[src/rtl/core/ssdf_pkg.sv]
// Package for the slice streak and dropout flagger: sizes, register codes, helpers.
`timescale 1ns / 1ps
`default_nettype none
package ssdf_pkg;

    localparam int MAX_STREAK = 8;
    localparam int WIN        = MAX_STREAK + 1;
    localparam int POS_W      = $clog2(WIN);
    localparam int SLICE_W    = 8;
    localparam int COUNT_W    = 4;
    localparam int TOTAL_W    = 12;
    localparam int FRAC_W     = 16;
    localparam int CFG_IDX_W  = 2;
    localparam int CFG_DATA_W = 16;
    localparam int HALF_Q15   = 16384;

    typedef enum logic [CFG_IDX_W-1:0] {
        CFG_STREAK_LENGTH    = 2'd0,
        CFG_STREAK_THRESHOLD = 2'd1,
        CFG_DROP_DIFFERENCE  = 2'd2,
        CFG_DROP_FRACTION    = 2'd3
    } t_cfg_index;

    localparam logic [3:0]  RST_STREAK_LENGTH    = 4'd4;
    localparam logic [15:0] RST_STREAK_THRESHOLD = 16'd9830;
    localparam logic [15:0] RST_DROP_DIFFERENCE  = 16'd22938;
    localparam logic [14:0] RST_DROP_FRACTION    = 15'd1638;

    typedef logic signed [FRAC_W-1:0] t_frac;
    typedef logic [COUNT_W-1:0]       t_count;

    // saturating badness count increment
    function automatic t_count count_add(input t_count c, input logic [1:0] inc);
        logic [COUNT_W:0] s;
        s = {1'b0, c} + {{(COUNT_W-1){1'b0}}, inc};
        return s[COUNT_W] ? {COUNT_W{1'b1}} : s[COUNT_W-1:0];
    endfunction

    // saturating volume total accumulate
    function automatic logic [TOTAL_W-1:0] total_add(input logic [TOTAL_W-1:0] t,
                                                     input t_count c);
        logic [TOTAL_W:0] s;
        s = {1'b0, t} + {{(TOTAL_W+1-COUNT_W){1'b0}}, c};
        return s[TOTAL_W] ? {TOTAL_W{1'b1}} : s[TOTAL_W-1:0];
    endfunction

endpackage
`default_nettype wire

[src/rtl/core/slice_streak_dropout_flagger.sv]
// Slice streak and dropout flagger: window of recent slices, badness counts and volume total.
//
//  channel | valid       | stall       | word
//  --------+-------------+-------------+--------------------------------------------------
//  in      | i_in_valid  | o_in_stall  | i_fraction, i_slice_valid, i_last_slice
//  out     | o_out_valid | i_out_stall | o_slice_index, o_bad_count, o_volume_bad_total,
//          |             |             | o_last
//  cfg     | i_cfg_we    | -           | i_cfg_index, i_cfg_data
//
// One input word per cycle unless o_in_stall; the window update and all compares finish at
// the accepting edge. A word that is not the top slice yields at most one result, registered
// at that edge. The top slice starts a drain of top+1 results (up to 9), one per cycle
// unless i_out_stall holds, from the window registers; input stalls during the drain and the
// window clears after its final result. Reset clears window valid bits, counts, fill, slice
// counter, total and r_out_valid. Input stalls while a held result waits on i_out_stall.
`timescale 1ns / 1ps
`default_nettype none
module slice_streak_dropout_flagger
    import ssdf_pkg::*;
(
    input  wire logic                    i_clk,
    input  wire logic                    i_rst_n,
    input  wire logic                    i_cfg_we,
    input  wire logic [CFG_IDX_W-1:0]    i_cfg_index,
    input  wire logic [CFG_DATA_W-1:0]   i_cfg_data,
    input  wire logic                    i_in_valid,
    output logic                         o_in_stall,
    input  wire logic signed [FRAC_W-1:0] i_fraction,
    input  wire logic                    i_slice_valid,
    input  wire logic                    i_last_slice,
    output logic                         o_out_valid,
    input  wire logic                    i_out_stall,
    output logic [SLICE_W-1:0]           o_slice_index,
    output logic [COUNT_W-1:0]           o_bad_count,
    output logic [TOTAL_W-1:0]           o_volume_bad_total,
    output logic                         o_last
);

    logic [3:0]  r_streak_length;
    logic [15:0] r_streak_threshold;
    logic [15:0] r_drop_difference;
    logic [14:0] r_drop_fraction;

    t_frac                r_frac  [WIN];
    logic   [WIN-1:0]     r_val;
    t_count               r_count [WIN];
    logic   [POS_W-1:0]   r_fill;
    logic   [SLICE_W-1:0] r_slice;
    logic   [TOTAL_W-1:0] r_total;
    logic                 r_drain;
    logic   [POS_W-1:0]   r_pos;

    logic                 r_out_valid;
    logic   [SLICE_W-1:0] r_out_index;
    t_count               r_out_count;
    logic   [TOTAL_W-1:0] r_out_total;
    logic                 r_out_last;

    t_frac                n_frac  [WIN];
    logic   [WIN-1:0]     n_val;
    t_count               n_count [WIN];
    logic   [POS_W-1:0]   n_fill;
    logic   [POS_W-1:0]   len;
    logic   [POS_W-1:0]   delay;
    logic   [POS_W-1:0]   top;
    logic   [WIN-1:1]     step_ok;
    logic                 hit;
    logic                 drop;
    logic                 emit;
    logic signed [FRAC_W:0] diff1;
    logic   [FRAC_W:0]    mag_diff1;
    logic   [FRAC_W:0]    mag_frac1;
    logic signed [FRAC_W:0] bound;
    logic                 in_acc;
    logic                 out_free;
    logic                 drain_step;
    t_count               drain_count;
    logic   [TOTAL_W-1:0] drain_total;
    logic   [TOTAL_W-1:0] emit_total;

    assign out_free   = !r_out_valid || !i_out_stall;
    assign o_in_stall = r_drain || !out_free;
    assign in_acc     = i_in_valid && !o_in_stall;
    assign drain_step = r_drain && out_free;

    always_comb begin
        logic signed [FRAC_W:0] d;
        logic [FRAC_W:0]        m;
        logic [1:0]             inc;
        len   = (r_streak_length > POS_W'(MAX_STREAK)) ? POS_W'(MAX_STREAK) : r_streak_length;
        delay = (len == '0) ? POS_W'(1) : len;
        n_fill = (r_fill == POS_W'(WIN)) ? POS_W'(WIN) : r_fill + POS_W'(1);
        top   = ((n_fill - POS_W'(1)) < delay) ? (n_fill - POS_W'(1)) : delay;

        n_frac[0] = i_fraction;
        n_val[0]  = i_slice_valid && !i_last_slice;
        for (int i = 1; i < WIN; i++) begin
            n_frac[i] = r_frac[i-1];
            n_val[i]  = r_val[i-1];
        end

        for (int i = 1; i < WIN; i++) begin
            d = (FRAC_W+1)'(n_frac[i]) - (FRAC_W+1)'(n_frac[i-1]);
            m = d[FRAC_W] ? (FRAC_W+1)'(-d) : d;
            step_ok[i] = m >= {1'b0, r_streak_threshold};
        end

        hit = (len != '0) && ({1'b0, n_fill} >= {1'b0, len} + (POS_W+1)'(1));
        for (int i = 1; i < WIN; i++) begin
            if (POS_W'(i) <= len && !(n_val[i] && step_ok[i])) begin
                hit = 1'b0;
            end
        end

        diff1     = (FRAC_W+1)'(n_frac[1]) - (FRAC_W+1)'(n_frac[0]);
        mag_diff1 = diff1[FRAC_W] ? (FRAC_W+1)'(-diff1) : diff1;
        mag_frac1 = n_frac[1][FRAC_W-1] ? (FRAC_W+1)'(-(FRAC_W+1)'(n_frac[1]))
                                        : (FRAC_W+1)'(n_frac[1]);
        bound     = (FRAC_W+1)'(HALF_Q15) - (FRAC_W+1)'({1'b0, r_drop_fraction});
        drop = (n_fill >= POS_W'(2)) && n_val[1] &&
               (($signed(mag_frac1) >= bound) || (mag_diff1 >= {1'b0, r_drop_difference}));

        n_count[0] = '0;
        for (int i = 1; i < WIN; i++) begin
            inc = 2'(((i == 1) && drop) ? 1 : 0) + 2'((hit && POS_W'(i) <= len) ? 1 : 0);
            n_count[i] = count_add(r_count[i-1], inc);
        end

        emit       = {1'b0, n_fill} >= {1'b0, delay} + (POS_W+1)'(1);
        emit_total = total_add(r_total, n_count[delay]);

        drain_count = r_count[r_pos];
        drain_total = total_add(r_total, drain_count);
    end

    always_ff @(posedge i_clk) begin
        if (!i_rst_n) begin
            r_streak_length    <= RST_STREAK_LENGTH;
            r_streak_threshold <= RST_STREAK_THRESHOLD;
            r_drop_difference  <= RST_DROP_DIFFERENCE;
            r_drop_fraction    <= RST_DROP_FRACTION;
        end else if (i_cfg_we) begin
            unique case (t_cfg_index'(i_cfg_index))
                CFG_STREAK_LENGTH:    r_streak_length    <= i_cfg_data[3:0];
                CFG_STREAK_THRESHOLD: r_streak_threshold <= i_cfg_data;
                CFG_DROP_DIFFERENCE:  r_drop_difference  <= i_cfg_data;
                CFG_DROP_FRACTION:    r_drop_fraction    <= i_cfg_data[14:0];
                default: ;
            endcase
        end
    end

    always_ff @(posedge i_clk) begin
        if (in_acc) begin
            for (int i = 0; i < WIN; i++) begin
                r_frac[i] <= n_frac[i];
            end
        end
    end

    always_ff @(posedge i_clk) begin
        if (!i_rst_n) begin
            r_val       <= '0;
            for (int i = 0; i < WIN; i++) begin
                r_count[i] <= '0;
            end
            r_fill      <= '0;
            r_slice     <= '0;
            r_total     <= '0;
            r_drain     <= 1'b0;
            r_pos       <= '0;
            r_out_valid <= 1'b0;
        end else begin
            if (in_acc) begin
                r_val  <= n_val;
                for (int i = 0; i < WIN; i++) begin
                    r_count[i] <= n_count[i];
                end
                r_fill <= n_fill;
                if (i_last_slice) begin
                    r_drain     <= 1'b1;
                    r_pos       <= top;
                    r_out_valid <= 1'b0;
                end else begin
                    r_slice     <= r_slice + SLICE_W'(1);
                    r_out_valid <= emit;
                    if (emit) begin
                        r_total     <= emit_total;
                        r_out_index <= r_slice - SLICE_W'(delay);
                        r_out_count <= n_count[delay];
                        r_out_total <= '0;
                        r_out_last  <= 1'b0;
                    end
                end
            end else if (drain_step) begin
                r_out_valid <= 1'b1;
                r_out_index <= r_slice - SLICE_W'(r_pos);
                r_out_count <= drain_count;
                r_out_last  <= (r_pos == '0);
                r_out_total <= (r_pos == '0) ? drain_total : '0;
                if (r_pos == '0) begin
                    r_drain <= 1'b0;
                    r_val   <= '0;
                    for (int i = 0; i < WIN; i++) begin
                        r_count[i] <= '0;
                    end
                    r_fill  <= '0;
                    r_slice <= '0;
                    r_total <= '0;
                end else begin
                    r_total <= drain_total;
                    r_pos   <= r_pos - POS_W'(1);
                end
            end else if (out_free) begin
                r_out_valid <= 1'b0;
            end
        end
    end

    assign o_out_valid        = r_out_valid;
    assign o_slice_index      = r_out_index;
    assign o_bad_count        = r_out_count;
    assign o_volume_bad_total = r_out_total;
    assign o_last             = r_out_last;

    a_last_starts_drain: assert property (@(posedge i_clk) disable iff (!i_rst_n)
        in_acc && i_last_slice |=> r_drain)
        else $error("top slice did not start a drain");

    a_drain_ends_last: assert property (@(posedge i_clk) disable iff (!i_rst_n)
        drain_step && r_pos == '0 |=> o_out_valid && o_last && !r_drain && r_fill == '0)
        else $error("drain did not end on the last word");

    a_total_only_last: assert property (@(posedge i_clk) disable iff (!i_rst_n)
        o_out_valid && !o_last |-> o_volume_bad_total == '0)
        else $error("volume total on a word that is not last");

    a_fill_bound: assert property (@(posedge i_clk) disable iff (!i_rst_n)
        r_fill <= POS_W'(WIN) && r_pos <= POS_W'(MAX_STREAK))
        else $error("window fill or drain position out of range");

endmodule
`default_nettype wire
[config.mk]
export PLATFORM = sky130hd
export DESIGN_NAME = slice_streak_dropout_flagger
export DESIGN_NICKNAME = d
export VERILOG_FILES = /design/src/rtl/core/ssdf_pkg.sv /design/src/rtl/core/slice_streak_dropout_flagger.sv
export SDC_FILE = /design/constraint.sdc
export NUM_CORES = 1
export LEC_CHECK = 0
export ABC_AREA = 1
export BUFFER_PORTS_ARGS = -buffer_cell sky130_fd_sc_hd__buf_2
export CELL_PAD_IN_SITES_DETAIL_PLACEMENT = 2
export CELL_PAD_IN_SITES_GLOBAL_PLACEMENT = 2
export CORE_MARGIN = 5
export CORE_UTILIZATION = 41
export CTS_CLUSTER_DIAMETER = 30
export DETAILED_ROUTE_END_ITERATION = 12
export GPL_ROUTABILITY_DRIVEN = 0
export HOLD_SLACK_MARGIN = 0.1
export PLACE_DENSITY = 0.85
export SETUP_SLACK_MARGIN = 0.2
export SLEW_MARGIN = 25
export SYNTH_ARGS = -nofsm -noshare
export SYNTH_HDL_FRONTEND = slang
export SYNTH_SLANG_ARGS = --single-unit
[constraint.sdc]
create_clock -name i_clk -period 20.1 [get_ports i_clk]
set_clock_uncertainty 0.15 [all_clocks]
set_input_delay 3.015 -clock i_clk [delete_from_list [all_inputs] [get_ports i_clk]]
set_output_delay 3.015 -clock i_clk [all_outputs]
set_load 0.01 [all_outputs]
==> qor.yml <==
vdd_drop_max_mv: 0.08563
row_count: 92
rsz0062_at_grt: "no"
drive_gt1_share_pct: 7.078
io_buffers: 67
startpoint: "i_fraction[0]"
ctsHoldBuffers: 0
cpPeakStageDelay_ns: 0.50
critPathCaptureType: "flip-flop"
netlist_instances: 3675
totalWireLength_um: 129600
crit_type: "in2reg"
final_common_cell: "nand2_1"
fmax_mhz: 84.19
die_h_um: 262.9
syn_nets: 4072
tightestPinTransition_ns: 1.128
cts_resized: 0
htreeDepth: 3
insertion_delay_ns: 0.67
place_area_mm2: 0.02755
p_leak_nw: 15.19
firstDrtPassIters: 7
synth_warnings: 0
grt_max_degree: 92
crit_buf_inv: 8
final_util_pct: 48.26
ys_seq_area_share_pct: 27.93
worstPathRequired_ns: 20.52
cts_buffers: 87
finalSetupViolCount: 0
syn2layout_area_growth_pct: 16.26
r2r_cells: 48
worstHoldPathCells: 1
synth_seq_cells: 275
fill_cells: 7330
die_w_um: 262.9
whs_endpoint: "r_slice[7]$_SDFFE_PN0P_"
grt_pass1_wl_um: 196900
syn_avg_cell_area_um2: 7.138
initialDrtViolationCount: 1747
outcome: "finished clean"
hp-start: "r_slice[7]$_SDFFE_PN0P_"
cts-root-buf: "clkbuf_16"
grt_overflow: 0
fin_area_mm2: 0.03050
critPathLaunchType: "input port"
clockBufferDepth: 3
antenna_left: 0
mostFrequentLayoutCells: "nand2_1 (805), inv_1 (636), ha_1 (345)"
reg2reg_slack_ns: 9.69
tritoncts: "done"
crit_top_cell: "nand2_1"
vias_per_cell: 5.975
synth_edf_count: 182
clk_pin_slew_worst_paths_ns: 0.04
nets: 4199
first_global_vias: 32444
maxSlewHeadroom_pct: 24.81
slowest_stage: "nor3_1"
avgRoutedWirePerCell_um: 27.48
fin_setup_tns_ns: 0
synth.distinct_cells: 64
hold_path_class: "reg2reg"
regToRegEndpoint: "r_total[5]$_SDFFE_PN0P_"
hold_viol_final: 0
dp_hpwl_um: 79990
netlist_area_mm2: 0.02623
total_power_mw: 3.829
drc_errors: 0
cts_setup_buffers: 0
cts_sinks: 275
power-per-cell-area_mw_per_mm2: 125.6
grt_antenna_before_repair: 1
crit_family: "simple AND/OR/NAND/NOR gates"
fin_crit_ns: 11.88
coreArea_mm2: 0.06320
crit_fanout: 11
cap_violations: 0
ys_async_sr_fraction_pct: 0
num_io_pins: 68
grt_use_total_pct: 35.93
slew_viol_final: 0
initial_core_util_pct: 41.51
arrival_ns: 12.30
post-route-period-util_pct: 59.10
r2r_start: "r_frac[0][80]$_DFFE_PP_"
ys.flop_type: "edfxtp_1"
dr_total_vias: 28189
dieArea_mm2: 0.06914
## worst max-delay path by stage
stage | end | slack (ns) | depth (start not counted)
5_1_grt | r_total[8]$_SDFFE_PN0P_ | 7.87 | 51
6_report | r_total[5]$_SDFFE_PN0P_ | 8.22 | 53
2_1_floorplan | r_total[8]$_SDFFE_PN0P_ | 10.48 | 52
4_1_cts | r_total[8]$_SDFFE_PN0P_ | 8.49 | 51
3_3_place_gp | r_total[10]$_SDFFE_PN0P_ | 9.22 | 56
3_5_place_dp | r_total[8]$_SDFFE_PN0P_ | 8.78 | 52
## power breakdown
part	internal [mW]	switching, mW
Combinational	0.525	1.15
Sequential	0.670	0.0676
Clock	0.934	0.482
## final cells by class
type,instances,area (um2),share of cell area [%]
antenna,1,2.502,0.008205
clock buffer,110,2367,7.762
clock inverter,48,576.8,1.891
inverter,644,2422,7.942
multi-input combinational,2718,16340,53.58
sequential,275,7327,24.02
tap,846,1059,3.471
timing repair buffer,76,402.9,1.321
## synthesized netlist by cell type (9+ instances only)
cell,n,area (um2)
xor2_1,143,1252
a21o_1,16,120.1
o211ai_1,26,195.2
nor3_1,61,305.3
o21a_1,12,90.09
dfxtp_1,93,1862
a31oi_1,26,162.7
nand2_1,805,3022
or2_2,14,87.58
fa_1,11,220.2
a21oi_1,270,1351
nand4_1,45,281.5
ha_1,345,4317
o21ai_0,196,980.9
nor2_1,330,1239
nand2_2,18,112.6
o31ai_1,14,105.1
nand3b_1,36,270.3
inv_1,636,2387
clkbuf_1,33,123.9
edfxtp_1,182,5465
xnor2_1,43,376.6
nor4_1,9,56.30
a211oi_1,9,67.56
nand3_1,199,996.0
## through the flow
stage	std cells	setup WS [ns]	hold WS, ns
final	4718	8.222	0.3522
after global routing	4717	7.872	0.3655
after CTS	4717	8.494	0.3590
after detailed placement	4559	8.784	0.3315
after global placement	4559	9.221	0.3083
after floorplan	3675	10.48	0.2853
## worst register-to-register path: cells and delay by family (launching register included)
kind,cells,cell delay (ns)
and+or+nand+nor,21,3.93
buffers and inverters,8,1.31
AOI/OAI and AO/OA,11,2.05
DFF,1,0.54
adders and majority gates,7,2.16
xor gates and xnor gates,1,0.18
## sequential cells by signal, summed over array words and instances (netlist names), named ones only
name                flops
o_out_valid             1
o_last                  1
r_pos                   4
r_drain                 1
r_drop_fraction        15
r_count                29
r_frac                128
r_drop_difference      16
r_slice                 8
o_volume_bad_total     12
o_bad_count             4
o_slice_index           8
r_streak_threshold     16
r_val                   8
r_fill                  4
r_total                12
r_streak_length         4
## logic make-up (layout without fill, tap and decap cells)
group | count (synthesis) | after routing | share of synthesized area [%]
XOR/XNOR | 188 | 188 | 6.334
adder cells (fa/ha/maj) | 356 | 356 | 17.29
flip-flops | 275 | 275 | 27.93
AND/OR/NAND/NOR | 1548 | 1548 | 25.23
buffers and inverters | 682 | 878 | 9.783
AO/OA/AOI/OAI | 624 | 624 | 13.38
multiplexers | 1 | 1 | 0.03816
other | 1 | 2 | 0.01430
## routing by layer
layer | vias up | GRT usage [%] | share of wire (%)
met1 | 14313 | 40.68 | 39
met3 | 404 | 6.413 | 5.4
met4 | 0 | 19.34 | 5.9
met5 | - | 0 | 0
met2 | 1024 | 64.27 | 49
li1 | 12448 | - | -
No activity file was read; power rests on OpenSTA's default activity.
